==> config.mk <==
export PLATFORM = sky130hd
export DESIGN_NAME = tinymt32_generator
export DESIGN_NICKNAME = d
export VERILOG_FILES = /design/src/rtl/tmt_pkg.sv /design/src/rtl/tmt_ctrl.sv /design/src/rtl/tmt_datapath.sv /design/src/rtl/tinymt32_generator.sv
export SDC_FILE = /design/constraint.sdc
export NUM_CORES = 1
export LEC_CHECK = 0
export BUFFER_PORTS_ARGS = -buffer_cell sky130_fd_sc_hd__buf_2
export CAP_MARGIN = 0
export CORE_MARGIN = 2
export CORE_UTILIZATION = 46
export DETAILED_ROUTE_END_ITERATION = 6
export PLACE_DENSITY = 0.62
export SYNTH_ARGS = -nofsm -noshare
export SYNTH_HDL_FRONTEND = slang
export SYNTH_SLANG_ARGS = --single-unit
export TNS_END_PERCENT = 50
==> constraint.sdc <==
create_clock -name i_clk -period 16.1 [get_ports i_clk]
set_input_delay 4.83 -clock i_clk [delete_from_list [all_inputs] [get_ports i_clk]]
set_output_delay 4.83 -clock i_clk [all_outputs]
set_load 0.02 [all_outputs]
==> src/rtl/tmt_pkg.sv <==
// Shared types, constants and step functions of the TinyMT32 generator.
package tmt_pkg;

    // Generator state: four 32-bit words, word 0 in the lowest bits.
    typedef logic [3:0][31:0] t_state;

    // Reset values of the parameter registers.
    localparam logic [31:0] MAT1_RESET   = 32'h8f70_11ee;
    localparam logic [31:0] MAT2_RESET   = 32'hfc78_ff1f;
    localparam logic [31:0] TEMPER_RESET = 32'h3793_fdff;

    // Seeding constants.
    localparam logic [31:0] SEED_MULT  = 32'd1812433253;
    localparam logic [31:0] LOW31_MASK = 32'h7fff_ffff;
    localparam logic [31:0] CHAR_T     = 32'h0000_0054;
    localparam logic [31:0] CHAR_I     = 32'h0000_0049;
    localparam logic [31:0] CHAR_N     = 32'h0000_004e;
    localparam logic [31:0] CHAR_Y     = 32'h0000_0059;

    localparam int MixRounds   = 8;
    localparam int WarmupSteps = 8;
    localparam int RoundW      = 3;

    // Item kinds carried in the input tuser bit.
    localparam logic MODE_SEED = 1'b0;
    localparam logic MODE_DRAW = 1'b1;

    // Configuration register indexes.
    localparam logic [1:0] CFG_MAT1   = 2'd0;
    localparam logic [1:0] CFG_MAT2   = 2'd1;
    localparam logic [1:0] CFG_TEMPER = 2'd2;
    localparam logic [1:0] CFG_LINEAR = 2'd3;

    // Commands from the controller to the datapath.
    typedef struct packed {
        logic              load;
        logic              mul;
        logic              mix;
        logic              fix;
        logic              step;
        logic              draw;
        logic [RoundW-1:0] round;
    } t_dp_cmd;

    // Status from the datapath to the controller.
    typedef struct packed {
        logic out_free;
    } t_dp_status;

    // One state transition of the generator.
    function automatic t_state tmt_advance(input t_state st, input logic [31:0] mat1,
                                           input logic [31:0] mat2);
        logic [31:0] x;
        logic [31:0] y;
        logic [31:0] sel;
        t_state      nx;
        x = (st[0] & LOW31_MASK) ^ st[1] ^ st[2];
        y = st[3];
        x = x ^ (x << 1);
        y = y ^ (y >> 1) ^ x;
        sel = {32{y[0]}};
        nx[0] = st[1];
        nx[1] = st[2] ^ (sel & mat1);
        nx[2] = x ^ (y << 10) ^ (sel & mat2);
        nx[3] = y;
        return nx;
    endfunction

    // Output tempering of a state.
    function automatic logic [31:0] tmt_temper(input t_state st, input logic [31:0] tmat,
                                               input logic linear);
        logic [31:0] shifted;
        logic [31:0] t1;
        logic [31:0] t0;
        shifted = st[2] >> 8;
        t1 = linear ? (st[0] ^ shifted) : (st[0] + shifted);
        t0 = st[3] ^ t1;
        if (t1[0]) begin
            t0 = t0 ^ tmat;
        end
        return t0;
    endfunction

endpackage

==> src/rtl/tmt_ctrl.sv <==
// Sequencing controller for seeding and draws.
module tmt_ctrl (
    input  logic                i_clk,
    input  logic                i_rst_n,
    input  logic                i_in_valid,
    input  logic                i_in_mode,
    input  tmt_pkg::t_dp_status i_status,
    output logic                o_in_ready,
    output tmt_pkg::t_dp_cmd    o_cmd
);
    import tmt_pkg::*;

    typedef enum logic [2:0] {
        ST_IDLE,
        ST_MUL,
        ST_MIX,
        ST_FIX,
        ST_WARM
    } t_ctrl_state;

    localparam logic [RoundW-1:0] LastRound = RoundW'(MixRounds - 1);
    localparam logic [RoundW-1:0] LastWarm  = RoundW'(WarmupSteps - 1);

    t_ctrl_state       r_state;
    t_ctrl_state       n_state;
    logic [RoundW-1:0] r_round;
    logic [RoundW-1:0] n_round;
    logic [RoundW-1:0] r_warm;
    logic [RoundW-1:0] n_warm;
    logic              w_fire;

    // Items are taken only when idle and the result register can take a value.
    assign o_in_ready = (r_state == ST_IDLE) && i_status.out_free;
    assign w_fire     = o_in_ready && i_in_valid;

    // Next state and commands.
    always_comb begin
        n_state     = r_state;
        n_round     = r_round;
        n_warm      = r_warm;
        o_cmd       = '0;
        o_cmd.round = r_round;
        case (r_state)
            ST_IDLE: begin
                if (w_fire) begin
                    if (i_in_mode == MODE_SEED) begin
                        o_cmd.load = 1'b1;
                        n_round    = RoundW'(1);
                        n_state    = ST_MUL;
                    end else begin
                        o_cmd.draw = 1'b1;
                    end
                end
            end
            ST_MUL: begin
                o_cmd.mul = 1'b1;
                n_state   = ST_MIX;
            end
            ST_MIX: begin
                o_cmd.mix = 1'b1;
                if (r_round == LastRound) begin
                    n_state = ST_FIX;
                end else begin
                    n_round = r_round + RoundW'(1);
                    n_state = ST_MUL;
                end
            end
            ST_FIX: begin
                o_cmd.fix = 1'b1;
                n_warm    = '0;
                n_state   = ST_WARM;
            end
            ST_WARM: begin
                o_cmd.step = 1'b1;
                n_warm     = r_warm + RoundW'(1);
                if (r_warm == LastWarm) begin
                    n_state = ST_IDLE;
                end
            end
            default: begin
                n_state = ST_IDLE;
            end
        endcase
    end

    // State and counters.
    always_ff @(posedge i_clk) begin
        if (!i_rst_n) begin
            r_state <= ST_IDLE;
            r_round <= '0;
            r_warm  <= '0;
        end else begin
            r_state <= n_state;
            r_round <= n_round;
            r_warm  <= n_warm;
        end
    end

endmodule

==> src/rtl/tmt_datapath.sv <==
// State words, parameter registers, seed multiplier and result register.
module tmt_datapath (
    input  logic                i_clk,
    input  logic                i_rst_n,
    input  tmt_pkg::t_dp_cmd    i_cmd,
    input  logic [31:0]         i_seed,
    input  logic                i_cfg_we,
    input  logic [1:0]          i_cfg_addr,
    input  logic [31:0]         i_cfg_data,
    input  logic                i_out_ready,
    output logic                o_out_valid,
    output logic [31:0]         o_out_data,
    output tmt_pkg::t_dp_status o_status
);
    import tmt_pkg::*;

    t_state      r_w;
    t_state      n_w;
    t_state      w_adv;
    t_state      w_rot;
    logic [31:0] r_mat1;
    logic [31:0] r_mat2;
    logic [31:0] r_tmat;
    logic        r_linear;
    logic [31:0] r_prod;
    logic [31:0] w_mix_in;
    logic        r_out_valid;
    logic [31:0] r_out_data;
    logic        w_zero;

    assign w_adv    = tmt_advance(r_w, r_mat1, r_mat2);
    assign w_mix_in = r_w[0] ^ (r_w[0] >> 30);

    // After seven rotating mix rounds, word k sits at position k+1 mod 4.
    assign w_rot  = {r_w[0], r_w[3], r_w[2], r_w[1]};
    assign w_zero = ((w_rot[0] & LOW31_MASK) == '0) && (w_rot[1] == '0) &&
                    (w_rot[2] == '0) && (w_rot[3] == '0);

    // Next state words.
    always_comb begin
        n_w = r_w;
        if (i_cmd.load) begin
            n_w = {r_tmat, r_mat2, r_mat1, i_seed};
        end else if (i_cmd.mix) begin
            // The updated word moves to position 0 so the next round reads it there.
            n_w[0] = r_w[1] ^ (32'(i_cmd.round) + r_prod);
            n_w[1] = r_w[2];
            n_w[2] = r_w[3];
            n_w[3] = r_w[0];
        end else if (i_cmd.fix) begin
            n_w = w_zero ? {CHAR_Y, CHAR_N, CHAR_I, CHAR_T} : w_rot;
        end else if (i_cmd.step || i_cmd.draw) begin
            n_w = w_adv;
        end
    end

    // Generator state, parameter registers and result valid flag.
    always_ff @(posedge i_clk) begin
        if (!i_rst_n) begin
            r_w         <= '0;
            r_mat1      <= MAT1_RESET;
            r_mat2      <= MAT2_RESET;
            r_tmat      <= TEMPER_RESET;
            r_linear    <= 1'b0;
            r_out_valid <= 1'b0;
        end else begin
            r_w <= n_w;
            if (i_cfg_we) begin
                case (i_cfg_addr)
                    CFG_MAT1:   r_mat1   <= i_cfg_data;
                    CFG_MAT2:   r_mat2   <= i_cfg_data;
                    CFG_TEMPER: r_tmat   <= i_cfg_data;
                    CFG_LINEAR: r_linear <= i_cfg_data[0];
                    default:    r_linear <= r_linear;
                endcase
            end
            if (i_cmd.draw) begin
                r_out_valid <= 1'b1;
            end else if (i_out_ready) begin
                r_out_valid <= 1'b0;
            end
        end
    end

    // Seed product and result value.
    always_ff @(posedge i_clk) begin
        if (i_cmd.mul) begin
            r_prod <= SEED_MULT * w_mix_in;
        end
        if (i_cmd.draw) begin
            r_out_data <= tmt_temper(w_adv, r_tmat, r_linear);
        end
    end

    assign o_out_valid       = r_out_valid;
    assign o_out_data        = r_out_data;
    assign o_status.out_free = !r_out_valid || i_out_ready;

endmodule

==> src/rtl/tinymt32_generator.sv <==
// Top level of the TinyMT32 pseudorandom generator.
//
//   Channel     Direction  Payload
//   s_axis      in         tdata[31:0] seed, tuser[0] mode (0 seed, 1 draw)
//   m_axis      out        tdata[31:0] value
//   i_cfg_*     in         index 0 mat1, 1 mat2, 2 tmat, 3 linear flag
//
// A draw is taken and its value shows on m_axis the next cycle;
// draws can follow every cycle while the result register drains.
// After its transfer a seed holds the input off for seven mixing rounds,
// each a multiply and a mix step around the registered multiplier, a period
// check and eight warm-up steps. A seed gives no result.
// Reset clears the state to zero and loads the default parameters.
// A stalled result holds the input off for any item, seeds included,
// until the result register is free again.
module tinymt32_generator (
    input  logic        i_clk,
    input  logic        i_rst_n,
    input  logic        s_axis_tvalid,
    output logic        s_axis_tready,
    input  logic [31:0] s_axis_tdata,   // [31:0] seed
    input  logic        s_axis_tuser,   // [0] mode
    output logic        m_axis_tvalid,
    input  logic        m_axis_tready,
    output logic [31:0] m_axis_tdata,   // [31:0] value
    input  logic        i_cfg_we,
    input  logic [1:0]  i_cfg_addr,
    input  logic [31:0] i_cfg_data
);
    import tmt_pkg::*;

    t_dp_cmd    w_cmd;
    t_dp_status w_status;

    tmt_ctrl u_ctrl (
        .i_clk      (i_clk),
        .i_rst_n    (i_rst_n),
        .i_in_valid (s_axis_tvalid),
        .i_in_mode  (s_axis_tuser),
        .i_status   (w_status),
        .o_in_ready (s_axis_tready),
        .o_cmd      (w_cmd)
    );

    tmt_datapath u_datapath (
        .i_clk       (i_clk),
        .i_rst_n     (i_rst_n),
        .i_cmd       (w_cmd),
        .i_seed      (s_axis_tdata),
        .i_cfg_we    (i_cfg_we),
        .i_cfg_addr  (i_cfg_addr),
        .i_cfg_data  (i_cfg_data),
        .i_out_ready (m_axis_tready),
        .o_out_valid (m_axis_tvalid),
        .o_out_data  (m_axis_tdata),
        .o_status    (w_status)
    );

endmodule

==> summary.txt, run 1 <==
Placed design
  – Port Buffer Count: 105
  – HPWL Detailed: 61100 µm
  – Placed Instances: 3595
  – Final GP Congestion: 0.964
  – DP Area: 26400 µm²

Logic synthesis
  – Count leader, synth: nand2_1
  – Syn_nets: 3387
  – Number of synthesized flops with an enable pin: 64
  – Syn Std Cell Area: 25200 µm²
  – Yosys warnings: 0
  – Mapped Cells: 2899
  – Synth top area share: 18.7%
  – Top post-synthesis cells by area: dfxtp_1 (19%), ha_1 (13%), fa_1 (12%), xnor2_1 (9.9%), edfxtp_1 (7.6%)
  – Synth top cells by count: nand2_1 (366), inv_1 (306), xnor2_1 (285)
  – Post-synthesis sequential area ratio: 26.3%
  – Synth Flop Type: dfxtp_1
  – Biggest area consumer among synthesized cells: dfxtp_1
  – Avg Inst Size Synth: 8.69 µm²
  – FFs w/ async S/R, synth: 0%
  – Cell variety after synth: 72
  – Yosys reg bits: 299

Worst hold path
  – Worst Hold Path EP: u_datapath.r_tmat[30]
  – Hold Path Origin: u_datapath.r_tmat[30]
  – Hold WC Path Type: flop to flop
  – Worst Hold Depth: 2

Worst setup path
  – R2R depth: 22
  – RR Endpoint: u_datapath.r_prod[31]
  – Worst EP arrival: 5430 ps
  – Worst-path fanout max: 4
  – Worst setup EP type: output pin
  – Worst EP required: 11270 ps
  – Critical path type: input port to output pin
  – FF-to-FF Start: u_datapath.r_w[4]
  – CP Launch Type: input port
  – Worst reg-to-reg setup slack: 8790 ps
  – Crit path from: m_axis_tready

Timing
  – Crit path time final: 10260 ps
  – Final Skew: 33.9 ps
  – Slew headroom: 16.8%
  – Part of the cycle the worst path needs: 63.7%
  – Fin. Hold Viols: 0
  – Worst Tran Pin Value: 1240 ps
  – Slew Limit Fails: 0
  – RSZ-0062 raised after global routing: no
  – Setup violations, final: 0
  – Fmax: 97.5 MHz
  – Setup TNS: 0 ps

Floorplan
  – Core area: 54000 µm²
  – Die Span Y: 238 µm
  – DIE WIDTH: 238 µm
  – DIE AREA: 56700 µm²
  – Starting density of the core: 46.7%
  – Ports: 106
  – Site Rows: 85

Layout
  – Non-Filler Instances: 3661
  – Ant diodes: 0
  – Filler Cell Count: 5104
  – Area taken by flip-flops and latches: 6630 µm²
  – Area Overhead vs Synth: 9.55%
  – Nets: 3425
  – Post-Route Utilization: 51.1%
  – Final non-filler cell area: 27600 µm²
  – Multi-input gate area: 16900 µm²
  – Fraction of layout cells with a size suffix above 1: 7.69%

Route
  – DR WL/cell: 23.0 µm
  – Vias/cell: 5.95
  – Post-Route WL: 84200 µm
  – Vias: 21800
  – # DRC: 0
  – DRT Pass-1 Iters: 6
  – DRT iter0 DRCs: 2258
  – Routed Antenna Nets: 0

Global routing
  – GRT Residual Overflow: 0
  – Antenna violations before repair: 0
  – Vias in the first global route: 21500
  – Overall routing resource usage: 29.9%
  – First-pass GRT wire length: 129000 µm
  – Pin count of the biggest net entering global routing: 88

Clock tree
  – Post-CTS Setup Bufs: 0
  – Sink Count: 299
  – # H-tree levels: 2
  – Clk slew on worst S/H paths: 60 ps
  – Clock tree root buffer cell: clkbuf_16
  – Total CTS buffers: 36
  – Hold Buf Count CTS: 0
  – Clock buffer depth: 3
  – CTS tree: yes
  – Resized cells post-CTS: 0
  – Worst-Skew Late Latency: 580 ps

Flow run
  – Max-Cap Viols: 0

Outcome
  – Outcome: completed
==> cell families after synthesis <==
logic type	share of synthesized area (%)
adder cells (fa/ha/maj)	25.1
buffers and inverters	6.80
multiplexers	0.0794
AND/OR/NAND/NOR	13.5
XOR/XNOR	13.3
AO/OA/AOI/OAI	14.9
flip-flops	26.3
==> critical path: stages <==
cell	delay, ps
buf_2	80
nand2b_1	160
nand2_1	60
nor2_1	120
buf_2	180
==> area by class of cell <==
cell class / count / share of cell area (%)
inverter: 307 / 4.17
sequential: 299 / 24.0
multi-input combinational: 2151 / 61.4
clock buffer: 46 / 3.66
timing repair buffer: 142 / 2.92
clock inverter: 20 / 0.743
tap: 696 / 3.15
==> worst max path at each step <==
| stage | cells past startpoint | end |
|---|---|---|
| detailed placement | 5 | s_axis_tready |
| global route | 5 | s_axis_tready |
| CTS | 5 | s_axis_tready |
| floorplan | 3 | s_axis_tready |
| finish | 5 | s_axis_tready |
| global placement | 5 | s_axis_tready |
==> state kept, by name, summed over array words and instances, names as in the netlist <==
register / cells
u_datapath.r_w: 128
u_datapath.o_out_data: 32
u_datapath.r_mat1: 32
u_datapath.r_mat2: 32
u_datapath.r_prod: 32
u_datapath.r_tmat: 32
u_ctrl.r_round: 3
u_ctrl.r_state: 3
u_ctrl.r_warm: 3
u_datapath.o_out_valid: 1
u_datapath.r_linear: 1
==> routing by layer <==
metal	vias up	part of all wire, %	GRT usage, %
met2	1002	45	48.4
met4	0	4.5	12.3
li1	9943	-	-
met5	-	0	0
met3	205	8.3	5.11
met1	10600	42	39.5
==> cell usage in the layout (no fill, tap or decap), types with 9 or more instances in the layout <==
master / n
nand2_1: 365
inv_1: 306
xnor2_1: 284
ha_1: 268
dfxtp_1: 235
o21ai_0: 179
a21oi_1: 176
nand3_1: 154
fa_1: 148
buf_2: 104
nor2_1: 98
xor2_1: 95
edfxtp_1: 64
clkbuf_16: 38
buf_4: 38
o211ai_1: 31
o211a_1: 31
a31oi_1: 29
a21o_1: 25
nor4_1: 23
o221ai_1: 23
a221o_1: 19
nor3_1: 17
nand4_1: 16
o31ai_1: 13
a211oi_1: 12
a221oi_1: 11
nand2b_1: 9
a22oi_1: 9
==> through the flow <==
stage	hold WS (ps)	setup slack [ps]
after floorplan	446	5930
after global placement	457	5800
after detailed placement	466	5850
after CTS	476	5840
after global routing	503	5750
final	476	5840
Power of run 1 is not shown: default switching activity piles up to over one toggle a cycle in this logic, so the estimate is an artifact.
==> run 2, diff against run 1 <==
- clock period: 16.1 -> 10.7 ns (I/O delays scaled with it)
==> run 2 against run 1 <==
  * Core utilization hardly changed
  * Hold slack worse by 4.0 ps
  * Critical path depth stayed put
  * Clock skew is 6.1 ps lower
  * First-iteration DRC count is 1.6% lower
  * Sequential cell count stayed put
  * Sequential share of layout area hardly changed
  * Count of clock-buffer cells in the layout is 3 higher
  * Register-to-register slack worse by 5100 ps
  * Non-clock buffer count is 7 lower
  * Largest cell class unchanged
==> summary.txt, run 2 (synthesized netlist as in run 1, its figures left out) <==
Worst setup path
  – Worst EP required: 7490 ps
  – CP Cell Sequence: buf_2 -> nand2b_1 -> nand2_1 -> nor2_1 -> buf_2
  – Worst EP arrival: 3830 ps
  – CP Launch Type: input port
  – Top cell by count, worst path: buf_2
  – Worst setup EP type: output pin
  – Top delay family on crit path: simple AND/OR/NAND/NOR gates
  – Crit-path max cell delay: 190 ps
  – Worst-path fanout max: 4
  – CP max stage cell: buf_2
  – Buf/Inv on CP: 2
  – Critical path type: input port to output pin

Route
  – DRT iter0 DRCs: 2221
  – DRT Pass-1 Iters: 6
  – Vias/cell: 5.91
  – # DRC: 0
  – Routed Antenna Nets: 0
  – DR WL/cell: 23.0 µm
  – Post-Route WL: 84000 µm
  – Vias: 21600

Floorplan
  – DIE AREA: 56700 µm²
  – Ports: 106
  – Core area: 54000 µm²
  – Site Rows: 85
  – Starting density of the core: 46.7%
  – Die Span Y: 238 µm
  – DIE WIDTH: 238 µm

Layout
  – Post-Route Utilization: 51.1%
  – Commonest non-fill, non-tap cell in the layout: nand2_1
  – Most frequent cells in the layout: nand2_1 (365), inv_1 (306), xnor2_1 (284), ha_1 (267), dfxtp_1 (235)
  – Filler Cell Count: 5092
  – Nets: 3419
  – Area Overhead vs Synth: 9.54%
  – Largest register by flop count: u_datapath.r_w
  – Fraction of layout cells with a size suffix above 1: 7.81%
  – Largest register FFs: 128

Global routing
  – Vias in the first global route: 21200
  – GRT Residual Overflow: 0
  – Antenna violations before repair: 1
  – Overall routing resource usage: 29.7%
  – Pin count of the biggest net entering global routing: 82
  – First-pass GRT wire length: 129000 µm

Timing
  – Setup violations, final: 0
  – Part of the cycle the worst path needs: 65.8%
  – Worst Tran Pin Value: 1170 ps
  – Fin. Hold Viols: 0
  – Fmax: 142 MHz
  – Fin worst setup slack: 3660 ps
  – RSZ-0062 raised after global routing: no
  – Setup TNS: 0 ps
  – Slew Limit Fails: 0
  – Crit path time final: 7040 ps
  – Final Skew: 27.9 ps
  – Slew headroom: 21.0%

Placed design
  – Pre-CTS WS: 3660 ps
  – Port Buffer Count: 105
  – HPWL Detailed: 61600 µm
  – Final GP Congestion: 0.927

Clock tree
  – Worst-Skew Late Latency: 580 ps
  – # H-tree levels: 2
  – CTS tree: yes
  – Resized cells post-CTS: 0
  – Total CTS buffers: 37
  – Hold Buf Count CTS: 0
  – Post-CTS Setup Bufs: 0
  – Clk slew on worst S/H paths: 60 ps
  – Clock buffer depth: 3
  – Sink Count: 299
  – Clock tree root buffer cell: clkbuf_16

Outcome
  – Outcome: completed

Worst hold path
  – Hold WC Path Type: flop to flop

Flow run
  – Max-Cap Viols: 0
run 2: cell count changes in the layout (fill, tap and decap cells not counted), sizes merged:
cell / change
inv: -2
diode: +1
clkbuf: +3
bufinv: -2
buf: -7
clkinvlp: +5
clkinv: -3
run 2: layout make-up:
class	count	area [µm²]	share of cell area, %
diodes	1	2.50	0.00906
clock buffers	49	1080	3.90
clock inverters	18	183	0.662
inverters	307	1150	4.17
multi-input cells	2151	16900	61.4
flip-flops and latches	299	6630	24.0
well taps	696	871	3.15
repair buffers	135	753	2.73
run 2: worst register-to-register path, stage by stage, from the launching register on:
cell      delay, ps
dfxtp_1         800
inv_1           180
ha_1            430
ha_1            260
fa_1            550
inv_1            50
fa_1            470
inv_1            50
fa_1            510
inv_1            60
fa_1            520
inv_1            50
fa_1            490
inv_1            50
fa_1            470
inv_1            40
ha_1            180
a21oi_1         260
o21bai_1        110
a21o_1          230
o21bai_1        170
a21o_1          220
or4b_2          620
nand4b_1        110
run 2: per-layer routing:
metal | track usage (%) | wire length, µm | part of all wire (%)
met1 | 39.6 | 35900 | 43
met2 | 48.3 | 38400 | 46
met3 | 4.91 | 6290 | 7.5
met4 | 11.8 | 3540 | 4.2
met5 | 0 | 0 | 0
run 2: final timing paths:
path / start / end / slack, ps / depth (start not counted)
setup / recovery: m_axis_tready / s_axis_tready / 3660 / 5
hold / removal: u_datapath.r_tmat[30] / u_datapath.r_tmat[30] / 470 / 2
setup reg to reg: u_datapath.r_w[10] / u_datapath.r_prod[24] / 3690 / 23
hold reg to reg: u_datapath.r_tmat[30] / u_datapath.r_tmat[30] / 470 / 2
run 2: through the flow:
stage	instance area [µm²]	hold slack [ps]	cells
floorplan	25200	446	2899
global placement	26300	456	3588
detailed placement	26300	460	3588
CTS	27600	470	3655
global route	27600	490	3655
finish	27600	473	3656
Power of run 2 is left out for the same reason.
==> run 3, diff against run 2 <==
- ABC_AREA: default -> 1
- clock period: 10.7 -> 6.8 ns (I/O delays scaled with it)
==> run 3 against run 2 <==
  * Hold slack worse by 6.4 ps
  * Non-clock buffer count rose by 18
  * Setup slack worse by 3300 ps
  * Core utilization decreased by 0.20 points
  * Register-to-register slack lost 3300 ps
  * Count of clock-buffer cells in the layout decreased by 5
  * Sequential cell count unchanged
  * Wire length is 21% higher
  * Cell area up 11%
  * Area after synthesis is 11% higher
  * Die area up 11%
  * First-iteration DRC count is 33% higher
  * Critical endpoint is now u_datapath.r_prod[27]
==> summary.txt, run 3 <==
Timing
  – RSZ-0062 raised after global routing: no
  – Setup TNS: 0 ps
  – Worst Tran Pin Value: 1100 ps
  – Part of the cycle the worst path needs: 94.7%
  – Fin worst setup slack: 358 ps
  – Slew headroom: 26.5%
  – Fin. Hold Viols: 0
  – Crit path time final: 6440 ps
  – Setup violations, final: 0
  – Fmax: 155 MHz
  – Slew Limit Fails: 0
  – Final Skew: 21.5 ps

Layout
  – Largest register by flop count: u_datapath.r_w
  – Filler Cell Count: 6074
  – Ant diodes: 0
  – Area Overhead vs Synth: 9.59%
  – Most frequent cells in the layout: nand2_1 (912), inv_1 (632), o21ai_0 (280), nand3_1 (275), ha_1 (267)
  – Commonest non-fill, non-tap cell in the layout: nand2_1
  – Final non-filler cell area: 30700 µm²
  – Largest register FFs: 128
  – Nets: 4451
  – Fraction of layout cells with a size suffix above 1: 7.11%

Placed design
  – Port Buffer Count: 105
  – Final GP Congestion: 0.966
  – DP Area: 29400 µm²
  – HPWL Detailed: 78400 µm
  – Pre-CTS WS: 426 ps

Clock tree
  – Hold Buf Count CTS: 0
  – Clock buffer depth: 3
  – Clock tree root buffer cell: clkbuf_16
  – Resized cells post-CTS: 0
  – CTS tree: yes
  – Total CTS buffers: 39
  – Sink Count: 299
  – Post-CTS Setup Bufs: 0
  – Worst-Skew Late Latency: 590 ps
  – # H-tree levels: 2
  – Clk slew on worst S/H paths: 70 ps

Worst hold path
  – Hold WC Path Type: flop to flop

Global routing
  – GRT Residual Overflow: 0
  – Antenna violations before repair: 0
  – Overall routing resource usage: 32.4%
  – Pin count of the biggest net entering global routing: 133
  – First-pass GRT wire length: 154000 µm
  – Vias in the first global route: 25000

Logic synthesis
  – Synth top cells by count: nand2_1 (912), inv_1 (633), o21ai_0 (280)
  – FFs w/ async S/R, synth: 0%
  – Avg Inst Size Synth: 7.19 µm²
  – Number of synthesized flops with an enable pin: 64
  – Yosys warnings: 0
  – Synth top area share: 16.8%
  – Synth Flop Type: dfxtp_1
  – Top post-synthesis cells by area: dfxtp_1 (17%), nand2_1 (12%), ha_1 (12%), fa_1 (11%), inv_1 (8.5%)
  – Syn_nets: 4387
  – Biggest area consumer among synthesized cells: dfxtp_1
  – Yosys reg bits: 299
  – Count leader, synth: nand2_1
  – Cell variety after synth: 54
  – Mapped Cells: 3899
  – Post-synthesis sequential area ratio: 23.6%
  – Syn Std Cell Area: 28000 µm²

Route
  – DRT Pass-1 Iters: 6
  – Routed Antenna Nets: 0
  – DR WL met3: 9800 µm
  – Post-Route WL: 102000 µm
  – DR WL/cell: 21.4 µm
  – Vias/cell: 5.59
  – Metal2 WL: 44300 µm
  – DRT iter0 DRCs: 2951
  – Top routing layer in use: met4
  – Wl on met1: 43400 µm
  – Vias: 26700
  – # DRC: 0

Power
  – Lkg Pwr: 0.0154 µW
  – Pwr dens: 621 nW/µm²
  – VDD IR max: 0.863 mV

Worst setup path
  – Worst EP required: 7140 ps
  – Worst EP arrival: 6780 ps
  – Critical path type: flop to flop
  – CP max stage cell: xnor2_1
  – Crit-path max cell delay: 510 ps
  – Worst-path fanout max: 5
  – CP Launch Type: flop
  – Buf/Inv on CP: 5
  – Worst setup EP type: flop
  – Top delay family on crit path: adder cells

Floorplan
  – Core area: 60400 µm²
  – Ports: 106
  – Starting density of the core: 46.4%
  – DIE WIDTH: 251 µm
  – Die Span Y: 251 µm
  – Site Rows: 90
  – DIE AREA: 62900 µm²

Outcome
  – Outcome: completed

Flow run
  – Max-Cap Viols: 0
-- run 3: cell type report --
cell class | instances | area (µm²) | share of cell area, %
Sequential cell | 299 | 6630 | 21.6
Timing Repair Buffer | 153 | 917 | 2.99
Clock buffer | 44 | 1050 | 3.40
Clock inverter | 27 | 293 | 0.953
Tap cell | 782 | 978 | 3.18
Multi-Input combinational cell | 2816 | 18400 | 59.9
Inverter | 654 | 2460 | 7.99
-- run 3: path summary, 6_finish.rpt --
kind / startpoint / end / slack [ps] / cells past startpoint
worst max-delay path: u_datapath.r_w[31] / u_datapath.r_prod[27] / 360 / 25
worst min-delay path: u_ctrl.r_warm[1] / u_ctrl.r_warm[1] / 470 / 2
worst max register to register: u_datapath.r_w[31] / u_datapath.r_prod[27] / 360 / 25
worst min register to register: u_ctrl.r_warm[1] / u_ctrl.r_warm[1] / 470 / 2
-- run 3: per-stage QoR --
stage / total power [µW] / cells / hold slack [ps] / utilization [%]
after floorplan: 12800 / 3899 / 429 / -
after global placement: 16700 / 4704 / 450 / 48.7
after detailed placement: 16600 / 4704 / 459 / 48.7
after CTS: 19000 / 4775 / 468 / 50.9
after global routing: 21000 / 4775 / 482 / 50.9
final: 19100 / 4775 / 466 / 50.9
-- run 3: cell families (layout without fill, tap and decap cells) --
| group | count (synthesis) | in the layout | share of synthesized area [%] |
|---|---|---|---|
| and+or+nand+nor | 1512 | 1512 | 22.9 |
| buffers and inverters | 784 | 878 | 10.9 |
| AOI/OAI and AO/OA | 693 | 693 | 13.7 |
| adders and majority gates | 416 | 416 | 22.5 |
| DFF | 299 | 299 | 23.6 |
| xor gates and xnor gates | 195 | 195 | 6.41 |
-- run 3: power by group --
group          total (µW)  internal, µW  switching (µW)
Clock                2230          1300             925
Combinational       13800          5020            8760
Sequential           3080          2680             394
-- run 3: metal layers --
metal / global-route usage (%) / vias up
li1: - / 12800
met1: 45.0 / 12500
met2: 49.8 / 1215
met3: 5.25 / 194
met4: 14.0 / 0
met5: 0 / -
-- run 3: tightest hold or removal path, cell delays in order, from the launching register on --
cell and delay (ps):
dfxtp_1 310, nand2_1 60, a21oi_1 50
(Power assumes the default switching activity.)
